**config.mk**
```make
export PLATFORM = sky130hd
export DESIGN_NAME = rgb_to_hsv_pixel
export DESIGN_NICKNAME = d
export VERILOG_FILES = /design/src/sv/rth_pkg.sv /design/src/sv/rgb_to_hsv_pixel.sv /design/src/sv/rth_front.sv /design/src/sv/rth_div_stage.sv
export SDC_FILE = /design/constraint.sdc
export NUM_CORES = 1
export LEC_CHECK = 0
export ABC_AREA = 1
export BUFFER_PORTS_ARGS = -buffer_cell sky130_fd_sc_hd__buf_2
export CORE_MARGIN = 1.5
export CORE_UTILIZATION = 25
export DETAILED_ROUTE_END_ITERATION = 8
export GPL_TIMING_DRIVEN = 0
export HOLD_SLACK_MARGIN = 0.15
export PLACE_DENSITY = 0.47
export SLEW_MARGIN = 0
export SYNTH_ARGS = -nofsm -noshare
export SYNTH_HDL_FRONTEND = slang
export SYNTH_HIERARCHICAL = 1
export SYNTH_SLANG_ARGS = --single-unit
export TNS_END_PERCENT = 50
```
**constraint.sdc**
```tcl
create_clock -name clock -period 5.35 [get_ports clock]
set_clock_uncertainty 0.05 [all_clocks]
set_input_delay 1.3375 -clock clock [delete_from_list [all_inputs] [get_ports clock]]
set_output_delay 1.3375 -clock clock [all_outputs]
set_load 0.005 [all_outputs]
```
**src/sv/rth_pkg.sv**
```systemverilog
`timescale 1ns / 1ps
`default_nettype none

package rth_pkg;

   // Component size and derived widths
   localparam int COMPONENT_BITS = 8;
   localparam int CB             = COMPONENT_BITS;
   localparam int HUE_W          = 13;
   localparam int HUE_SECTOR     = 960;

   // Quotient bits retired by the divider chain: enough for hue and for
   // saturation, rounded up to an even count (two bits per stage)
   localparam int QUO_MIN    = (HUE_W > CB) ? HUE_W : CB;
   localparam int DIV_Q_W    = ((QUO_MIN + 1) / 2) * 2;
   localparam int DIV_STAGES = DIV_Q_W / 2;

   // Dividend width and width of the hue numerator before scaling
   localparam int NUM_W = CB + DIV_Q_W;
   localparam int T_W   = CB + 3;

   // One restoring division in flight: partial remainder, dividend bits
   // still to shift in (quotient bits shift in from the bottom), divisor
   typedef struct packed {
      logic [CB-1:0]      rem;
      logic [DIV_Q_W-1:0] quo;
      logic [CB-1:0]      den;
   } div_lane_type;

   typedef struct packed {
      logic         valid;
      logic [CB-1:0] value;
      logic         hue_zero;
      logic         sat_zero;
      div_lane_type hue;
      div_lane_type sat;
   } pipe_type;

   // Retire one quotient bit
   function automatic div_lane_type div_step(input div_lane_type x);
      logic [CB:0]  trial;
      div_lane_type y;
      y       = x;
      trial   = {x.rem, x.quo[DIV_Q_W-1]};
      y.quo   = {x.quo[DIV_Q_W-2:0], 1'b0};
      if (trial >= {1'b0, x.den}) begin
         trial    = trial - {1'b0, x.den};
         y.quo[0] = 1'b1;
      end
      y.rem = trial[CB-1:0];
      return y;
   endfunction

endpackage

`default_nettype wire

```
**src/sv/rgb_to_hsv_pixel.sv**
```systemverilog
`timescale 1ns / 1ps
`default_nettype none

// RGB to HSV pixel converter.
// Request channel: drive req_red_in, req_green_in, req_blue_in and raise
// start; a request is taken at each rising edge where start is high and
// busy is low. busy is held low, so a new pixel may enter on every clock.
// Response channel: rsp_strobe is high for exactly one cycle per request,
// with rsp_hue_out (sixteenths of a degree, 0..5759, 0 for grey),
// rsp_sat_out (floor(255*delta/max), 0 for black) and rsp_value_out (max).
// The response is taken at the edge that ends its strobe cycle.
// Throughput: one pixel per clock. The pipeline is made of the two front
// stages (max/min/delta, then the numerators), the restoring divider chain
// of DIV_STAGES stages at two quotient bits each (7 at 8-bit components),
// and the output register.
// Responses leave in request order; the receiver cannot hold them off, so
// nothing in the pipeline ever stalls.
// Reset clears every valid bit in the pipeline; requests in flight drop.
module rgb_to_hsv_pixel (
   input  wire logic                         clock,
   input  wire logic                         reset,
   input  wire logic                         start,
   output wire logic                         busy,
   input  wire logic [rth_pkg::CB-1:0]       req_red_in,
   input  wire logic [rth_pkg::CB-1:0]       req_green_in,
   input  wire logic [rth_pkg::CB-1:0]       req_blue_in,
   output wire logic                         rsp_strobe,
   output wire logic [rth_pkg::HUE_W-1:0]    rsp_hue_out,
   output wire logic [rth_pkg::CB-1:0]       rsp_sat_out,
   output wire logic [rth_pkg::CB-1:0]       rsp_value_out
);

   localparam int CB         = rth_pkg::CB;
   localparam int HUE_W      = rth_pkg::HUE_W;
   localparam int DIV_STAGES = rth_pkg::DIV_STAGES;

   // The pipeline never stalls: take every request
   assign busy = 1'b0;

   rth_pkg::pipe_type div_link [0:DIV_STAGES];

   // Max/min/sector, then numerators aligned for the divider
   rth_front u_front (
      .clock     (clock),
      .reset     (reset),
      .take      (start && !busy),
      .red       (req_red_in),
      .green     (req_green_in),
      .blue      (req_blue_in),
      .front_out (div_link[0])
   );

   // Hue and saturation dividers advance side by side, two bits a stage
   for (genvar i = 0; i < DIV_STAGES; i++) begin : g_div
      rth_div_stage u_stage (
         .clock      (clock),
         .reset      (reset),
         .stage_prev (div_link[i]),
         .stage_next (div_link[i+1])
      );
   end

   // Output register: drop the quotient where the divisor was zero
   logic             rsp_valid_ff, rsp_valid_in;
   logic [HUE_W-1:0] rsp_hue_ff, rsp_hue_in;
   logic [CB-1:0]    rsp_sat_ff, rsp_sat_in;
   logic [CB-1:0]    rsp_value_ff, rsp_value_in;

   always_comb begin
      rsp_valid_in = div_link[DIV_STAGES].valid;
      rsp_value_in = div_link[DIV_STAGES].value;
      rsp_hue_in   = div_link[DIV_STAGES].hue_zero ? '0
                     : div_link[DIV_STAGES].hue.quo[HUE_W-1:0];
      rsp_sat_in   = div_link[DIV_STAGES].sat_zero ? '0
                     : div_link[DIV_STAGES].sat.quo[CB-1:0];
   end

   always_ff @(posedge clock) begin
      if (reset) begin
         rsp_valid_ff <= 1'b0;
      end else begin
         rsp_valid_ff <= rsp_valid_in;
      end
   end

   always_ff @(posedge clock) begin
      rsp_hue_ff   <= rsp_hue_in;
      rsp_sat_ff   <= rsp_sat_in;
      rsp_value_ff <= rsp_value_in;
   end

   assign rsp_strobe    = rsp_valid_ff;
   assign rsp_hue_out   = rsp_hue_ff;
   assign rsp_sat_out   = rsp_sat_ff;
   assign rsp_value_out = rsp_value_ff;

endmodule

`default_nettype wire

```
**src/sv/rth_front.sv**
```systemverilog
`timescale 1ns / 1ps
`default_nettype none

module rth_front (
   input  wire logic                     clock,
   input  wire logic                     reset,
   input  wire logic                     take,
   input  wire logic [rth_pkg::CB-1:0]   red,
   input  wire logic [rth_pkg::CB-1:0]   green,
   input  wire logic [rth_pkg::CB-1:0]   blue,
   output rth_pkg::pipe_type             front_out
);

   localparam int CB      = rth_pkg::CB;
   localparam int T_W     = rth_pkg::T_W;
   localparam int NUM_W   = rth_pkg::NUM_W;
   localparam int DIV_Q_W = rth_pkg::DIV_Q_W;

   localparam logic [1:0] SECTOR_RED   = 2'd0;
   localparam logic [1:0] SECTOR_GREEN = 2'd1;
   localparam logic [1:0] SECTOR_BLUE  = 2'd2;

   // Stage one: max, min, delta, sector
   logic          s1_valid_ff;
   logic [CB-1:0] s1_r_ff, s1_g_ff, s1_b_ff, s1_hi_ff, s1_delta_ff;
   logic [1:0]    s1_sector_ff;
   logic          s1_wrap_ff;

   logic [CB-1:0] hi_in, lo_in, delta_in;
   logic [1:0]    sector_in;
   logic          red_top, green_top;

   always_comb begin
      red_top   = (red >= green) && (red >= blue);
      green_top = (green >= blue);
      if (red_top) begin
         hi_in     = red;
         sector_in = SECTOR_RED;
      end else if (green_top) begin
         hi_in     = green;
         sector_in = SECTOR_GREEN;
      end else begin
         hi_in     = blue;
         sector_in = SECTOR_BLUE;
      end
      if ((red <= green) && (red <= blue)) begin
         lo_in = red;
      end else if (green <= blue) begin
         lo_in = green;
      end else begin
         lo_in = blue;
      end
      delta_in = hi_in - lo_in;
   end

   always_ff @(posedge clock) begin
      if (reset) begin
         s1_valid_ff <= 1'b0;
      end else begin
         s1_valid_ff <= take;
      end
   end

   always_ff @(posedge clock) begin
      s1_r_ff      <= red;
      s1_g_ff      <= green;
      s1_b_ff      <= blue;
      s1_hi_ff     <= hi_in;
      s1_delta_ff  <= delta_in;
      s1_sector_ff <= sector_in;
      s1_wrap_ff   <= (green < blue);
   end

   // Stage two: hue numerator, saturation numerator, divider alignment
   logic [T_W-1:0]   d_ext, t_val;
   logic [NUM_W-1:0] num_hue, num_sat, dsat_ext;
   rth_pkg::pipe_type front_in, front_ff;

   always_comb begin
      d_ext = T_W'(s1_delta_ff);
      case (s1_sector_ff)
         SECTOR_RED: begin
            t_val = (s1_wrap_ff ? ((d_ext << 2) + (d_ext << 1)) : '0)
                    + T_W'(s1_g_ff) - T_W'(s1_b_ff);
         end
         SECTOR_GREEN: begin
            t_val = (d_ext << 1) + T_W'(s1_b_ff) - T_W'(s1_r_ff);
         end
         SECTOR_BLUE: begin
            t_val = (d_ext << 2) + T_W'(s1_r_ff) - T_W'(s1_g_ff);
         end
         default: begin
            t_val = '0;
         end
      endcase
      num_hue  = NUM_W'(t_val) * NUM_W'(rth_pkg::HUE_SECTOR);
      dsat_ext = NUM_W'(s1_delta_ff);
      num_sat  = (dsat_ext << CB) - dsat_ext;

      front_in.valid    = s1_valid_ff;
      front_in.value    = s1_hi_ff;
      front_in.hue_zero = (s1_delta_ff == '0);
      front_in.sat_zero = (s1_hi_ff == '0);
      front_in.hue.rem  = num_hue[NUM_W-1 -: CB];
      front_in.hue.quo  = num_hue[DIV_Q_W-1:0];
      front_in.hue.den  = s1_delta_ff;
      front_in.sat.rem  = num_sat[NUM_W-1 -: CB];
      front_in.sat.quo  = num_sat[DIV_Q_W-1:0];
      front_in.sat.den  = s1_hi_ff;
   end

   always_ff @(posedge clock) begin
      if (reset) begin
         front_ff.valid <= 1'b0;
      end else begin
         front_ff.valid <= front_in.valid;
      end
      front_ff.value    <= front_in.value;
      front_ff.hue_zero <= front_in.hue_zero;
      front_ff.sat_zero <= front_in.sat_zero;
      front_ff.hue      <= front_in.hue;
      front_ff.sat      <= front_in.sat;
   end

   assign front_out = front_ff;

endmodule

`default_nettype wire

```
**src/sv/rth_div_stage.sv**
```systemverilog
`timescale 1ns / 1ps
`default_nettype none

module rth_div_stage (
   input  wire logic              clock,
   input  wire logic              reset,
   input  wire rth_pkg::pipe_type stage_prev,
   output rth_pkg::pipe_type      stage_next
);

   rth_pkg::pipe_type stage_in, stage_ff;

   // Retire two quotient bits of each division
   always_comb begin
      stage_in     = stage_prev;
      stage_in.hue = rth_pkg::div_step(rth_pkg::div_step(stage_prev.hue));
      stage_in.sat = rth_pkg::div_step(rth_pkg::div_step(stage_prev.sat));
   end

   always_ff @(posedge clock) begin
      if (reset) begin
         stage_ff.valid <= 1'b0;
      end else begin
         stage_ff.valid <= stage_in.valid;
      end
      stage_ff.value    <= stage_in.value;
      stage_ff.hue_zero <= stage_in.hue_zero;
      stage_ff.sat_zero <= stage_in.sat_zero;
      stage_ff.hue      <= stage_in.hue;
      stage_ff.sat      <= stage_in.sat;
   end

   assign stage_next = stage_ff;

endmodule

`default_nettype wire

```
==> reports/metrics.cfg <==
[final_layout]
drive_gt1_share_pct = 14.2
instances_no_fill = 5722
areaGrowthSynthToFinish_pct = 17.1
fin_nets = 4461

[sta]
finalCritPeriodShare_pct = 98.1
setup_violations = 0
hold_violations = 0
tightestPinTransition_ps = 889
max-slew-margin-rel_pct = 40.8
max_freq_mhz = 191
rsz0062_at_grt = true
drv_slew = 0
fin_tns_setup_ps = 0
setup_ws_ps = 104
fin_crit_ps = 5250

[worst_hold_path]
worstHoldStart = g_div[5].u_stage/stage_next[46]
worstHoldEndpoint = g_div[6].u_stage/stage_next[48]
whs_path_depth = 0
hp-class = reg2reg

[die]
row_count = 128
initial_utilization_pct = 25.2
die_x_um = 354
die_h_um = 354
num_io_pins = 58
design.core.area_um2 = 122000
dieArea_um2 = 125000

[logic_synthesis]
avgSynthCellArea_um2 = 7.93
yosysWarningCount = 6
syn_area_um2 = 30800
syn_inst = 3883

[setup_path]
r2r-end = u_front/front_out[55]
critPathKind = reg2reg
reg2reg_slack_ps = 100
crit_path_max_fanout = 5
worstPathRequired_ps = 5810
critPathLaunchType = register
critPathArrivalTime_ps = 5710
r2r-start = u_front/s1_delta_ff[0]
reg2reg_depth = 22
endpoint_kind = register

[route]
routed_wl_um = 72200
ant_nets = 0
dr_total_vias = 23763
avgViaCountPerCell = 4.15
drtIter0Drc = 1009
wire_per_inst_um = 12.6
drc = 0
firstDrtPassIters = 7

[global_route]
grt_pass1_wl_um = 119000
grt_max_degree = 14
grt_pass1_vias = 23219
grt.overflow.total = 0
grt_antenna_before_repair = 2
grtUsageTotal_pct = 11.6

[clock_tree]
root_buffer = clkbuf_16
cts.sinks = 546
cts_buffers = 68
clk_latency_ps = 630
h-tree-depth = 3
cts_buffer_depth = 3
cts_tree = done
clk_pin_slew_ps = 50

[placement]
post-place-ws_ps = -951
globalplace.congestion = 0.844
dp_hpwl_um = 58000
dpl.cell_count = 5571
numPortBuffers = 56

[flow_run]
drv_cap = 0

[run_status]
outcome = finished clean

## registers in the layout (all words and copies together), names as in the netlist, 2 cells and up
register                  flops
u_front/s1_hi_ff              8
u_front/s1_b_ff               8
rsp_hue_out                  13
rsp_value_out                 8
u_front/s1_delta_ff           8
u_front/front_out            50
u_front/s1_g_ff               8
g_div.u_stage/stage_next    422
u_front/s1_r_ff               8
rsp_sat_out                   8
u_front/s1_sector_ff          2
## stage by stage
stage	hold WS, ps	utilization (%)	instance area, um2
final	262	29.5	36100
after global routing	260	29.5	36100
after CTS	252	29.3	35800
after detailed placement	262	27.1	33100
after global placement	260	27.1	33100
after floorplan	260	-	30800
## worst max path at each step
stage	startpoint	endpoint	slack, ps
finish	u_front/s1_delta_ff[0]	u_front/front_out[55]	100
global route	u_front/s1_delta_ff[0]	u_front/front_out[57]	-170
CTS	u_front/s1_delta_ff[0]	u_front/front_out[56]	5
detailed placement	u_front/s1_delta_ff[2]	u_front/front_out[57]	-950
global placement	u_front/s1_delta_ff[2]	u_front/front_out[57]	-940
floorplan	u_front/s1_delta_ff[2]	u_front/front_out[57]	50
## cell usage in the layout, fill, tap and decap left out, drive strengths merged, types with 4 or more instances in the layout
cell,instances
nand4,102
o21a,6
o211ai,10
a31oi,17
a21boi,8
fa,70
clkinvlp,8
o21ai,69
xnor2,48
bufinv,8
nor3,17
xor2,96
nor2,247
a21o,10
clkbuf,90
a41oi,5
o22ai,7
a21oi,174
nand2,1090
o21bai,4
nand3,321
inv,639
dfxtp,546
buf,123
conb,9
ha,320
nand3b,10
clkinv,14
or2,17
## worst max-delay path, cell delays in order, from the launching register on
cell and delay [ps]:
dfxtp_4 400, ha_4 150, inv_2 40, fa_1 470, or2_4 270, fa_1 570, inv_2 50, ha_4 230
a21oi_2 170, nand2_2 100, a21oi_1 140, o21ai_1 90, nand3_2 140, inv_2 70, fa_1 510, inv_1 60
fa_1 420, ha_2 420, a21oi_1 100, a21boi_2 170, o21ai_1 230, a31oi_1 130, xor2_1 150
## per-layer routing
layer  GRT usage (%)  vias to the layer above  wire [um]
li1                -                    12690          -
met1            15.0                    10649      34400
met2            19.8                      342      33800
met3            2.00                       82       2660
met4            3.21                        0       1350
met5               0                        -          0
## layout make-up
cell class / instances / area [um2]
Antenna cell: 2 / 5.00
Buffer: 39 / 322
Clock buffer: 90 / 1890
Clock inverter: 31 / 457
Fill cell: 13209 / 86000
Inverter: 638 / 2420
Multi-Input combinational cell: 2667 / 17500
Sequential cell: 546 / 11000
Tap cell: 1625 / 2030
Timing Repair Buffer: 84 / 494
## repair_timing
action                                  CTS  global route
hold buffers                              0             0
pin swaps                                 6            29
resized for setup                        43            55
endpoints found under the setup margin    9             7
setup buffers                            16            12
Power is not shown: default switching activity piles up to over one toggle a cycle in this logic, so the estimate is an artifact.
